===== src/hw/rtl/pfx_pkg.sv =====
// Shared constants, codes and inter-module types of the postfix evaluator.
package pfx_pkg;

    localparam int STACK_DEPTH = 64;
    localparam int VALUE_WIDTH = 32;
    localparam int SYM_W       = 8;
    localparam int ADDR_W      = $clog2(STACK_DEPTH);
    localparam int COUNT_W     = $clog2(STACK_DEPTH + 1);
    localparam int STEP_W      = $clog2(VALUE_WIDTH);

    // ASCII codes recognized by the decoder.
    localparam logic [SYM_W-1:0] CH_0     = 8'h30;
    localparam logic [SYM_W-1:0] CH_9     = 8'h39;
    localparam logic [SYM_W-1:0] CH_PLUS  = 8'h2B;
    localparam logic [SYM_W-1:0] CH_MINUS = 8'h2D;
    localparam logic [SYM_W-1:0] CH_STAR  = 8'h2A;
    localparam logic [SYM_W-1:0] CH_SLASH = 8'h2F;
    localparam logic [SYM_W-1:0] CH_CARET = 8'h5E;

    typedef enum logic [2:0] {
        ST_OK        = 3'd0,
        ST_UNDERFLOW = 3'd1,
        ST_DIVZERO   = 3'd2,
        ST_NEGEXP    = 3'd3,
        ST_OVERFLOW  = 3'd4
    } status_t;

    typedef enum logic [2:0] {
        OP_ADD = 3'd0,
        OP_SUB = 3'd1,
        OP_MUL = 3'd2,
        OP_DIV = 3'd3,
        OP_POW = 3'd4
    } op_t;

    typedef struct packed {
        logic                   start;
        op_t                    op;
        logic [VALUE_WIDTH-1:0] a;
        logic [VALUE_WIDTH-1:0] b;
    } alu_req_t;

    typedef struct packed {
        logic                   done;
        logic [VALUE_WIDTH-1:0] result;
    } alu_rsp_t;

endpackage


===== src/hw/rtl/pfx_if.sv =====
// Valid/ready channel interfaces for incoming symbols and outgoing results.
interface pfx_sym_if;
    import pfx_pkg::*;

    logic             valid;
    logic             ready;
    logic [SYM_W-1:0] symbol;
    logic             end_of_expression;

    modport source (output valid, output symbol, output end_of_expression, input ready);
    modport sink   (input valid, input symbol, input end_of_expression, output ready);
endinterface

interface pfx_res_if;
    import pfx_pkg::*;

    logic                          valid;
    logic                          ready;
    logic signed [VALUE_WIDTH-1:0] value;
    logic [2:0]                    status;

    modport source (output valid, output value, output status, input ready);
    modport sink   (input valid, input value, input status, output ready);
endinterface


===== src/hw/rtl/postfix_expression_evaluator.sv =====
// Top level of the postfix expression evaluator: decoder, stack control and result register.
//
//  Channel   Dir  Payload                          Word accepted when
//  symbols   in   symbol[7:0], end_of_expression   symbols.valid && symbols.ready
//  results   out  value[31:0] signed, status[2:0]  results.valid && results.ready
//
// Digits and ignored characters are handled on acceptance alone; + - * pass through
// accept, operand read from the stack memory and ALU; / runs the 32-step radix-2
// divider; ^ runs the square-and-multiply loop on the shared multiplier, with a multiply
// step and a square step per significant exponent bit. The last word of an
// expression then moves to S_FIN to load the result register, and waits there while
// the previous result has not been taken. Reset empties the stack and clears the error;
// the memory itself is never cleared, since only entries below the fill count are read.
module postfix_expression_evaluator (
    input  logic      clk,
    input  logic      rst_n,
    pfx_sym_if.sink   symbols,
    pfx_res_if.source results
);
    import pfx_pkg::*;

    typedef enum logic [3:0] {
        S_IDLE = 4'b0001,
        S_READ = 4'b0010,
        S_EXEC = 4'b0100,
        S_FIN  = 4'b1000
    } state_t;

    state_t                 state_reg, state_next;
    logic [COUNT_W-1:0]     count_reg, count_next;
    status_t                err_reg, err_next;
    logic [VALUE_WIDTH-1:0] top_reg, top_next;
    op_t                    op_reg, op_next;
    logic                   last_reg, last_next;
    logic                   out_valid_reg, out_valid_next;
    logic [VALUE_WIDTH-1:0] out_value_reg, out_value_next;
    status_t                out_status_reg, out_status_next;

    logic                   accept;
    logic                   is_digit, is_op;
    op_t                    sym_op;
    logic [SYM_W-1:0]       sym_off;
    logic [VALUE_WIDTH-1:0] digit_val;
    logic [COUNT_W-1:0]     count_m1, count_m2;
    logic                   load_result;
    status_t                final_status;

    logic                   wr_en, rd_en;
    logic [ADDR_W-1:0]      wr_addr, rd_addr;
    logic [VALUE_WIDTH-1:0] rd_data;
    alu_req_t               alu_req;
    alu_rsp_t               alu_rsp;

    // The top of stack lives in top_reg; the memory holds the entries beneath it,
    // so an operator needs only one memory read for its left operand.
    pfx_stack_ram u_ram (
        .clk     (clk),
        .wr_en   (wr_en),
        .wr_addr (wr_addr),
        .wr_data (top_reg),
        .rd_en   (rd_en),
        .rd_addr (rd_addr),
        .rd_data (rd_data)
    );

    pfx_alu u_alu (
        .clk   (clk),
        .rst_n (rst_n),
        .req   (alu_req),
        .rsp   (alu_rsp)
    );

    assign symbols.ready = (state_reg == S_IDLE);
    assign accept        = symbols.valid && symbols.ready;

    // Symbol decode.
    assign sym_off   = symbols.symbol - CH_0;
    assign digit_val = VALUE_WIDTH'(sym_off[3:0]);
    assign is_digit  = (symbols.symbol >= CH_0) && (symbols.symbol <= CH_9);

    always_comb
    begin
        is_op  = 1'b1;
        sym_op = OP_ADD;
        case (symbols.symbol)
            CH_PLUS:  sym_op = OP_ADD;
            CH_MINUS: sym_op = OP_SUB;
            CH_STAR:  sym_op = OP_MUL;
            CH_SLASH: sym_op = OP_DIV;
            CH_CARET: sym_op = OP_POW;
            default:  is_op  = 1'b0;
        endcase
    end

    assign count_m1 = count_reg - COUNT_W'(1);
    assign count_m2 = count_reg - COUNT_W'(2);

    // A push spills the old top into the memory; an operator fetches the entry below it.
    assign wr_en   = accept && (err_reg == ST_OK) && is_digit && (count_reg != '0)
                     && (count_reg != COUNT_W'(STACK_DEPTH));
    assign wr_addr = count_m1[ADDR_W-1:0];
    assign rd_en   = accept && (err_reg == ST_OK) && is_op && (count_reg >= COUNT_W'(2));
    assign rd_addr = count_m2[ADDR_W-1:0];

    assign alu_req.start = (state_reg == S_READ) && (err_next == ST_OK);
    assign alu_req.op    = op_reg;
    assign alu_req.a     = rd_data;
    assign alu_req.b     = top_reg;

    // A result slot frees up in the same cycle the sink takes the old word.
    assign load_result = (state_reg == S_FIN) && (!out_valid_reg || results.ready);

    always_comb
    begin
        if (err_reg != ST_OK)
        begin
            final_status = err_reg;
        end
        else if (count_reg == '0)
        begin
            final_status = ST_UNDERFLOW;
        end
        else
        begin
            final_status = ST_OK;
        end
    end

    always_comb
    begin
        state_next      = state_reg;
        count_next      = count_reg;
        err_next        = err_reg;
        top_next        = top_reg;
        op_next         = op_reg;
        last_next       = last_reg;
        out_valid_next  = out_valid_reg;
        out_value_next  = out_value_reg;
        out_status_next = out_status_reg;

        if (out_valid_reg && results.ready)
        begin
            out_valid_next = 1'b0;
        end

        case (state_reg)
            S_IDLE:
            begin
                if (accept)
                begin
                    last_next  = symbols.end_of_expression;
                    state_next = symbols.end_of_expression ? S_FIN : S_IDLE;
                    // After an error the rest of the expression is skipped.
                    if (err_reg == ST_OK)
                    begin
                        if (is_digit)
                        begin
                            if (count_reg == COUNT_W'(STACK_DEPTH))
                            begin
                                err_next = ST_OVERFLOW;
                            end
                            else
                            begin
                                top_next   = digit_val;
                                count_next = count_reg + COUNT_W'(1);
                            end
                        end
                        else if (is_op)
                        begin
                            if (count_reg < COUNT_W'(2))
                            begin
                                err_next = ST_UNDERFLOW;
                            end
                            else
                            begin
                                op_next    = sym_op;
                                state_next = S_READ;
                            end
                        end
                    end
                end
            end
            S_READ:
            begin
                // Operand checks happen before the ALU starts; the operands stay put.
                if ((op_reg == OP_DIV) && (top_reg == '0))
                begin
                    err_next   = ST_DIVZERO;
                    state_next = last_reg ? S_FIN : S_IDLE;
                end
                else if ((op_reg == OP_POW) && top_reg[VALUE_WIDTH-1])
                begin
                    err_next   = ST_NEGEXP;
                    state_next = last_reg ? S_FIN : S_IDLE;
                end
                else
                begin
                    state_next = S_EXEC;
                end
            end
            S_EXEC:
            begin
                if (alu_rsp.done)
                begin
                    top_next   = alu_rsp.result;
                    count_next = count_m1;
                    state_next = last_reg ? S_FIN : S_IDLE;
                end
            end
            S_FIN:
            begin
                if (load_result)
                begin
                    out_valid_next  = 1'b1;
                    out_status_next = final_status;
                    out_value_next  = (final_status == ST_OK) ? top_reg : '0;
                    count_next      = '0;
                    err_next        = ST_OK;
                    state_next      = S_IDLE;
                end
            end
            default:
            begin
                state_next = S_IDLE;
            end
        endcase
    end

    always_ff @(posedge clk or negedge rst_n)
    begin
        if (!rst_n)
        begin
            state_reg     <= S_IDLE;
            count_reg     <= '0;
            err_reg       <= ST_OK;
            out_valid_reg <= 1'b0;
        end
        else
        begin
            state_reg     <= state_next;
            count_reg     <= count_next;
            err_reg       <= err_next;
            out_valid_reg <= out_valid_next;
        end
    end

    always_ff @(posedge clk)
    begin
        top_reg        <= top_next;
        op_reg         <= op_next;
        last_reg       <= last_next;
        out_value_reg  <= out_value_next;
        out_status_reg <= out_status_next;
    end

    assign results.valid  = out_valid_reg;
    assign results.value  = $signed(out_value_reg);
    assign results.status = out_status_reg;

`ifndef SYNTH
    // The fill count never passes the stack depth.
    assert property (@(posedge clk) disable iff (!rst_n)
        count_reg <= COUNT_W'(STACK_DEPTH))
    else $error("stack count exceeds depth");

    // Reporting a result empties the stack and clears the error.
    assert property (@(posedge clk) disable iff (!rst_n)
        load_result |=> (count_reg == '0) && (err_reg == ST_OK) && out_valid_reg)
    else $error("stack not cleared after result");

    // The ALU is only started right after the operand read.
    assert property (@(posedge clk) disable iff (!rst_n)
        alu_req.start |-> (state_reg == S_READ) && (count_reg >= COUNT_W'(2)))
    else $error("ALU started outside the operand phase");

    // A failed expression reports zero.
    assert property (@(posedge clk) disable iff (!rst_n)
        (out_valid_reg && (out_status_reg != ST_OK)) |-> (out_value_reg == '0))
    else $error("nonzero value with error status");
`endif
endmodule


===== src/hw/rtl/pfx_stack_ram.sv =====
// Operand stack storage: one write port and one registered read port.
module pfx_stack_ram (
    input  logic                            clk,
    input  logic                            wr_en,
    input  logic [pfx_pkg::ADDR_W-1:0]      wr_addr,
    input  logic [pfx_pkg::VALUE_WIDTH-1:0] wr_data,
    input  logic                            rd_en,
    input  logic [pfx_pkg::ADDR_W-1:0]      rd_addr,
    output logic [pfx_pkg::VALUE_WIDTH-1:0] rd_data
);
    import pfx_pkg::*;

    logic [VALUE_WIDTH-1:0] mem [STACK_DEPTH];
    logic [VALUE_WIDTH-1:0] rd_data_reg;

    always_ff @(posedge clk)
    begin
        if (wr_en)
        begin
            mem[wr_addr] <= wr_data;
        end
        if (rd_en)
        begin
            rd_data_reg <= mem[rd_addr];
        end
    end

    assign rd_data = rd_data_reg;
endmodule


===== src/hw/rtl/pfx_alu.sv =====
// Shared arithmetic unit: add, subtract and multiply with no busy state, a radix-2
// restoring divider and a square-and-multiply power loop on one multiplier.
module pfx_alu (
    input  logic              clk,
    input  logic              rst_n,
    input  pfx_pkg::alu_req_t req,
    output pfx_pkg::alu_rsp_t rsp
);
    import pfx_pkg::*;

    typedef enum logic [4:0] {
        A_IDLE = 5'b00001,
        A_DIV  = 5'b00010,
        A_SIGN = 5'b00100,
        A_PMUL = 5'b01000,
        A_PSQR = 5'b10000
    } alu_state_t;

    alu_state_t             state_reg, state_next;
    logic                   done_reg, done_next;
    logic [VALUE_WIDTH-1:0] result_reg, result_next;
    logic [VALUE_WIDTH-1:0] acc_reg, acc_next;
    logic [VALUE_WIDTH-1:0] base_reg, base_next;
    logic [VALUE_WIDTH-1:0] exp_reg, exp_next;
    logic [VALUE_WIDTH-1:0] rem_reg, rem_next;
    logic [VALUE_WIDTH-1:0] quo_reg, quo_next;
    logic [VALUE_WIDTH-1:0] div_reg, div_next;
    logic [STEP_W-1:0]      step_reg, step_next;
    logic                   neg_reg, neg_next;

    logic [VALUE_WIDTH-1:0]   mul_a, mul_b, product;
    logic [VALUE_WIDTH-1:0]   a_abs, b_abs;
    logic [VALUE_WIDTH:0]     rem_sh, diff;

    // The one multiplier serves the multiply operator and both power steps.
    always_comb
    begin
        case (state_reg)
            A_PMUL:
            begin
                mul_a = acc_reg;
                mul_b = base_reg;
            end
            A_PSQR:
            begin
                mul_a = base_reg;
                mul_b = base_reg;
            end
            default:
            begin
                mul_a = req.a;
                mul_b = req.b;
            end
        endcase
    end

    // Only the low half of the product is kept, so the values wrap.
    assign product = mul_a * mul_b;

    assign a_abs  = req.a[VALUE_WIDTH-1] ? (~req.a + VALUE_WIDTH'(1)) : req.a;
    assign b_abs  = req.b[VALUE_WIDTH-1] ? (~req.b + VALUE_WIDTH'(1)) : req.b;
    assign rem_sh = {rem_reg, quo_reg[VALUE_WIDTH-1]};
    assign diff   = rem_sh - {1'b0, div_reg};

    always_comb
    begin
        state_next  = state_reg;
        done_next   = 1'b0;
        result_next = result_reg;
        acc_next    = acc_reg;
        base_next   = base_reg;
        exp_next    = exp_reg;
        rem_next    = rem_reg;
        quo_next    = quo_reg;
        div_next    = div_reg;
        step_next   = step_reg;
        neg_next    = neg_reg;
        case (state_reg)
            A_IDLE:
            begin
                if (req.start)
                begin
                    case (req.op)
                        OP_ADD:
                        begin
                            result_next = req.a + req.b;
                            done_next   = 1'b1;
                        end
                        OP_SUB:
                        begin
                            result_next = req.a - req.b;
                            done_next   = 1'b1;
                        end
                        OP_MUL:
                        begin
                            result_next = product;
                            done_next   = 1'b1;
                        end
                        OP_DIV:
                        begin
                            quo_next   = a_abs;
                            div_next   = b_abs;
                            rem_next   = '0;
                            step_next  = STEP_W'(VALUE_WIDTH - 1);
                            neg_next   = req.a[VALUE_WIDTH-1] ^ req.b[VALUE_WIDTH-1];
                            state_next = A_DIV;
                        end
                        OP_POW:
                        begin
                            acc_next   = VALUE_WIDTH'(1);
                            base_next  = req.a;
                            exp_next   = req.b;
                            state_next = A_PMUL;
                        end
                        default:
                        begin
                            done_next = 1'b1;
                        end
                    endcase
                end
            end
            A_DIV:
            begin
                // One quotient bit per cycle, most significant first.
                if (!diff[VALUE_WIDTH])
                begin
                    rem_next = diff[VALUE_WIDTH-1:0];
                    quo_next = {quo_reg[VALUE_WIDTH-2:0], 1'b1};
                end
                else
                begin
                    rem_next = rem_sh[VALUE_WIDTH-1:0];
                    quo_next = {quo_reg[VALUE_WIDTH-2:0], 1'b0};
                end
                step_next = step_reg - STEP_W'(1);
                if (step_reg == '0)
                begin
                    state_next = A_SIGN;
                end
            end
            A_SIGN:
            begin
                result_next = neg_reg ? (~quo_reg + VALUE_WIDTH'(1)) : quo_reg;
                done_next   = 1'b1;
                state_next  = A_IDLE;
            end
            A_PMUL:
            begin
                // The loop stops as soon as no exponent bits remain.
                if (exp_reg == '0)
                begin
                    result_next = acc_reg;
                    done_next   = 1'b1;
                    state_next  = A_IDLE;
                end
                else
                begin
                    if (exp_reg[0])
                    begin
                        acc_next = product;
                    end
                    state_next = A_PSQR;
                end
            end
            A_PSQR:
            begin
                base_next  = product;
                exp_next   = exp_reg >> 1;
                state_next = A_PMUL;
            end
            default:
            begin
                state_next = A_IDLE;
            end
        endcase
    end

    always_ff @(posedge clk or negedge rst_n)
    begin
        if (!rst_n)
        begin
            state_reg <= A_IDLE;
            done_reg  <= 1'b0;
        end
        else
        begin
            state_reg <= state_next;
            done_reg  <= done_next;
        end
    end

    always_ff @(posedge clk)
    begin
        result_reg <= result_next;
        acc_reg    <= acc_next;
        base_reg   <= base_next;
        exp_reg    <= exp_next;
        rem_reg    <= rem_next;
        quo_reg    <= quo_next;
        div_reg    <= div_next;
        step_reg   <= step_next;
        neg_reg    <= neg_next;
    end

    assign rsp.done   = done_reg;
    assign rsp.result = result_reg;
endmodule


===== src/flat_wrapper.sv =====
// flat-port wrapper written by rule: the top's interface ports become plain ports
module postfix_expression_evaluator_flat import pfx_pkg::*;
  (clk, rst_n, symbols_valid, symbols_symbol, symbols_end_of_expression, symbols_ready, results_valid, results_value, results_status, results_ready);
  pfx_sym_if symbols_i ();
  pfx_res_if results_i ();
  input  logic clk;
  input  logic rst_n;
  input wire logic [$bits(symbols_i.valid)-1:0] symbols_valid;
  input wire logic [$bits(symbols_i.symbol)-1:0] symbols_symbol;
  input wire logic [$bits(symbols_i.end_of_expression)-1:0] symbols_end_of_expression;
  output wire logic [$bits(symbols_i.ready)-1:0] symbols_ready;
  output wire logic [$bits(results_i.valid)-1:0] results_valid;
  output wire logic [$bits(results_i.value)-1:0] results_value;
  output wire logic [$bits(results_i.status)-1:0] results_status;
  input wire logic [$bits(results_i.ready)-1:0] results_ready;
  assign symbols_i.valid = symbols_valid;
  assign symbols_i.symbol = symbols_symbol;
  assign symbols_i.end_of_expression = symbols_end_of_expression;
  assign symbols_ready = symbols_i.ready;
  assign results_valid = results_i.valid;
  assign results_value = results_i.value;
  assign results_status = results_i.status;
  assign results_i.ready = results_ready;
  postfix_expression_evaluator u_core (.clk(clk), .rst_n(rst_n), .symbols(symbols_i), .results(results_i));
endmodule

===== config.mk =====
export PLATFORM = sky130hd
export DESIGN_NAME = postfix_expression_evaluator_flat
export DESIGN_NICKNAME = d
export VERILOG_FILES = /design/src/hw/rtl/pfx_pkg.sv /design/src/hw/rtl/pfx_if.sv /design/src/hw/rtl/postfix_expression_evaluator.sv /design/src/hw/rtl/pfx_stack_ram.sv /design/src/hw/rtl/pfx_alu.sv /design/src/flat_wrapper.sv
export SDC_FILE = /design/constraint.sdc
export NUM_CORES = 2
export LEC_CHECK = 0
export BUFFER_PORTS_ARGS = -buffer_cell sky130_fd_sc_hd__buf_2
export CELL_PAD_IN_SITES_DETAIL_PLACEMENT = 1
export CELL_PAD_IN_SITES_GLOBAL_PLACEMENT = 1
export CORE_ASPECT_RATIO = 1.25
export CORE_UTILIZATION = 56
export CTS_CLUSTER_SIZE = 14
export DETAILED_ROUTE_END_ITERATION = 7
export PLACE_DENSITY_LB_ADDON = 0.1
export RECOVER_POWER = 100
export SKIP_LAST_GASP = 1
export SYNTH_ARGS = -nofsm -noshare
export SYNTH_HDL_FRONTEND = slang
export SYNTH_HIERARCHICAL = 1
export SYNTH_SLANG_ARGS = --single-unit

===== constraint.sdc =====
create_clock -name clk -period 18.8 [get_ports clk]
set_input_delay 1.88 -clock clk [delete_from_list [all_inputs] [get_ports clk]]
set_output_delay 1.88 -clock clk [all_outputs]
set_load 0.03 [all_outputs]

==> impl_metrics.yaml <==
outcome:
  outcome: "finished, violations left"
  violations: "capacitance limit, slew limit"
yosys:
  yosysSeqAreaShare: 0.625
  yosys_warnings: 6
  syn_area_um2: 115000
  synth_ff_type: "edfxtp_1"
  synthXorXnorAreaFrac: 0.0200
  yosysTopAreaCellShare: 0.621
  synth_area_leaders: "edfxtp_1 (62%), mux4_2 (8.7%), fa_1 (7.1%), mux2i_1 (2.2%), ha_1 (2.1%)"
  synth_fa_ha_area_frac: 0.0925
  synth_mux_area_frac: 0.112
  synth_seq_cells: 2402
  synth-edff-count: 2381
  netlist_instances: 7366
  synth_top_family_by_area: "multiplexers"
  synth_simple_gate_area_frac: 0.0631
  async_reset_ff_frac: 0.00874
  yosysTopAreaCell: "edfxtp_1"
  synth.avg_cell_area_um2: 15.6
  yosys.cell_types.count: 88
  synth_nets: 7985
  synth-compound-area-share: 0.0535
die:
  die-area_um2: 208000
  die-height_um: 509
  ioPinCount: 50
  initial_utilization: 0.565
  rows: 185
  coreArea_um2: 204000
  die_w_um: 408
cts:
  numCtsBuffers: 220
  ctsResizeCount: 0
  postCtsHoldBufs: 0
  clkSinkCount: 2402
  cts_buffer_depth: 3
  clockRootBuffer: "clkbuf_16"
  clk_latency_ns: 0.91
  cts_tree: "done"
  cts_setup_buffers: 0
  path_clk_slew_ns: 0.06
  h-tree-depth: 4
drt:
  firstDrtPassIters: 5
  wirelength_mm: 374
  detail-route-antenna-nets: 0
  drc: 0
  dr.first_iter.drc_count: 6576
  wl_per_cell_um: 36.1
  num_vias: 68800
  avgViaCountPerCell: 6.63
place:
  portBuffers: 49
  dp_hpwl_mm: 242
  place_congestion: 1.06
layout:
  layout-drive-gt1-share: 0.135
  largest_register_ffs: 2048
  n_fill_cell: 18300
  utilization: 0.617
  layout.nets: 8082
  final_common_cell: "edfxtp_1"
  layout_common_cells: "edfxtp_1 (2381), nand2_1 (517), nor2_1 (500)"
  top_register: "u_core/u_ram/mem"
  syn2layout_area_growth_pct: 9.14
global_route:
  grt_max_degree: 97
  first_global_vias: 73600
  grt-ovfl-total: 0
  grtUsageTotal: 0.363
  grt_pass1_wl_mm: 528
  antenna_found_initial: 13
timing:
  min_period_over_period: 0.762
  max_freq_mhz: 69.8
  setup_viol: 0
  fin_skew_ns: 0.0981
  finalHoldViolCount: 0
  maxSlewHeadroom: -2.24
  tns_ns: 0
  tightest_slew_ns: 4.87
  rsz0062_at_grt: "no"
  slew_viol_final: 5412
  post-route-min-period_ns: 14.32
worst_setup_path:
  cp_max_fo: 73
  slowest_stage: "clkinvlp_2"
  crit_type: "reg2reg"
  cp.arrival_ns: 14.88
  startpoint_type: "flip-flop"
  rr_worst_depth: 8
  critPathMaxStageDelay_ns: 3.18
  crit_chain: "clkinvlp_2 -> ha_1 -> inv_8 -> clkbuf_1 -> nor2b_1 -> clkbuf_1 -> a221oi_1 -> a221oi_1"
  worstSetupEndpointType: "flip-flop"
  required_ns: 19.36
flow_run:
  cap_violations: 134
hold_path:
  min-delay-path-class: "reg2reg"
  min_path_cells: 1
## cells in the mapped netlist, drive strengths merged (28+ instances only)
| cell | count |
|---|---|
| xor2 | 92 |
| mux2i | 255 |
| ha | 196 |
| nor3 | 65 |
| o22ai | 46 |
| nand3 | 78 |
| o31ai | 31 |
| and2 | 96 |
| nor2 | 568 |
| buf | 161 |
| fa | 410 |
| edfxtp | 2381 |
| nor2b | 43 |
| a21oi | 165 |
| xnor2 | 166 |
| or2 | 28 |
| nand2 | 518 |
| inv | 473 |
| nand2b | 47 |
| a22oi | 132 |
| or3 | 29 |
| a221oi | 36 |
| clkbuf | 242 |
| a221o | 29 |
| a31oi | 28 |
| o21ai | 183 |
| a211oi | 41 |
| a21o | 41 |
| mux4 | 446 |
## worst max-delay path, delay by kind of cell, from the launching register on
family	cells	cell delay [ns]
adders and majority gates	1	1.69
AOI/OAI and AO/OA	2	1.77
and+or+nand+nor	1	1.53
DFF	1	0.49
buffers and inverters	4	8.33
## kinds of logic (layout without fill, tap and decap cells)
logic type	Yosys count	after routing
other	0	8
muxes	727	727
adders and majority gates	606	606
AOI/OAI and AO/OA	903	903
and+or+nand+nor	1592	1592
xor gates and xnor gates	260	260
DFF	2402	2402
buffers and inverters	876	1155
## final timing paths
path / start / to / slack (ns)
max: u_core/count_reg[1] / u_core/u_ram/rd_data[22] / 4.48
min: u_core/u_alu/result_reg[6] / u_core/top_reg[6] / 0.44
max reg2reg: u_core/count_reg[1] / u_core/u_ram/rd_data[22] / 4.48
min reg2reg: u_core/u_alu/result_reg[6] / u_core/top_reg[6] / 0.44
max in group asynchronous: rst_n / u_core/count_reg[0] / 16.56
min in group asynchronous: rst_n / u_core/state_reg[1] / 1.27
## per-layer routing
metal  global-route usage  vias to the layer above  wire [um]
li1                     -                    27800          -
met1                0.408                    36200     125000
met2                0.621                     3538     187000
met3               0.0535                     1143      26100
met4                0.288                        4      35600
met5                    0                        -         58
## through the flow
step	worst slack (ns)	hold slack [ns]	cells	area, um^2
6_report	4.48	0.443	10400	126000
5_1_grt	3.97	0.435	10400	126000
4_1_cts	7.94	0.441	10400	126000
3_5_place_dp	8.02	0.462	9952	119000
3_3_place_gp	8.31	0.453	9952	119000
2_1_floorplan	9.46	0.432	7366	115000
## cell type report
class                   count  area (um^2)  share of cell area
well taps                2711         3390              0.0270
diodes                      8         20.0            0.000159
repair buffers            278         1480              0.0118
multi-input cells        4088        40000               0.318
flip-flops and latches   2402        72000               0.573
clock inverters           132         1250             0.00991
inverters                 473         1780              0.0142
clock buffers             272         5800              0.0461
Power is left out: the tool's default activity adds up to more than one toggle a clock period on the data nets, which glitch-free logic cannot reach.
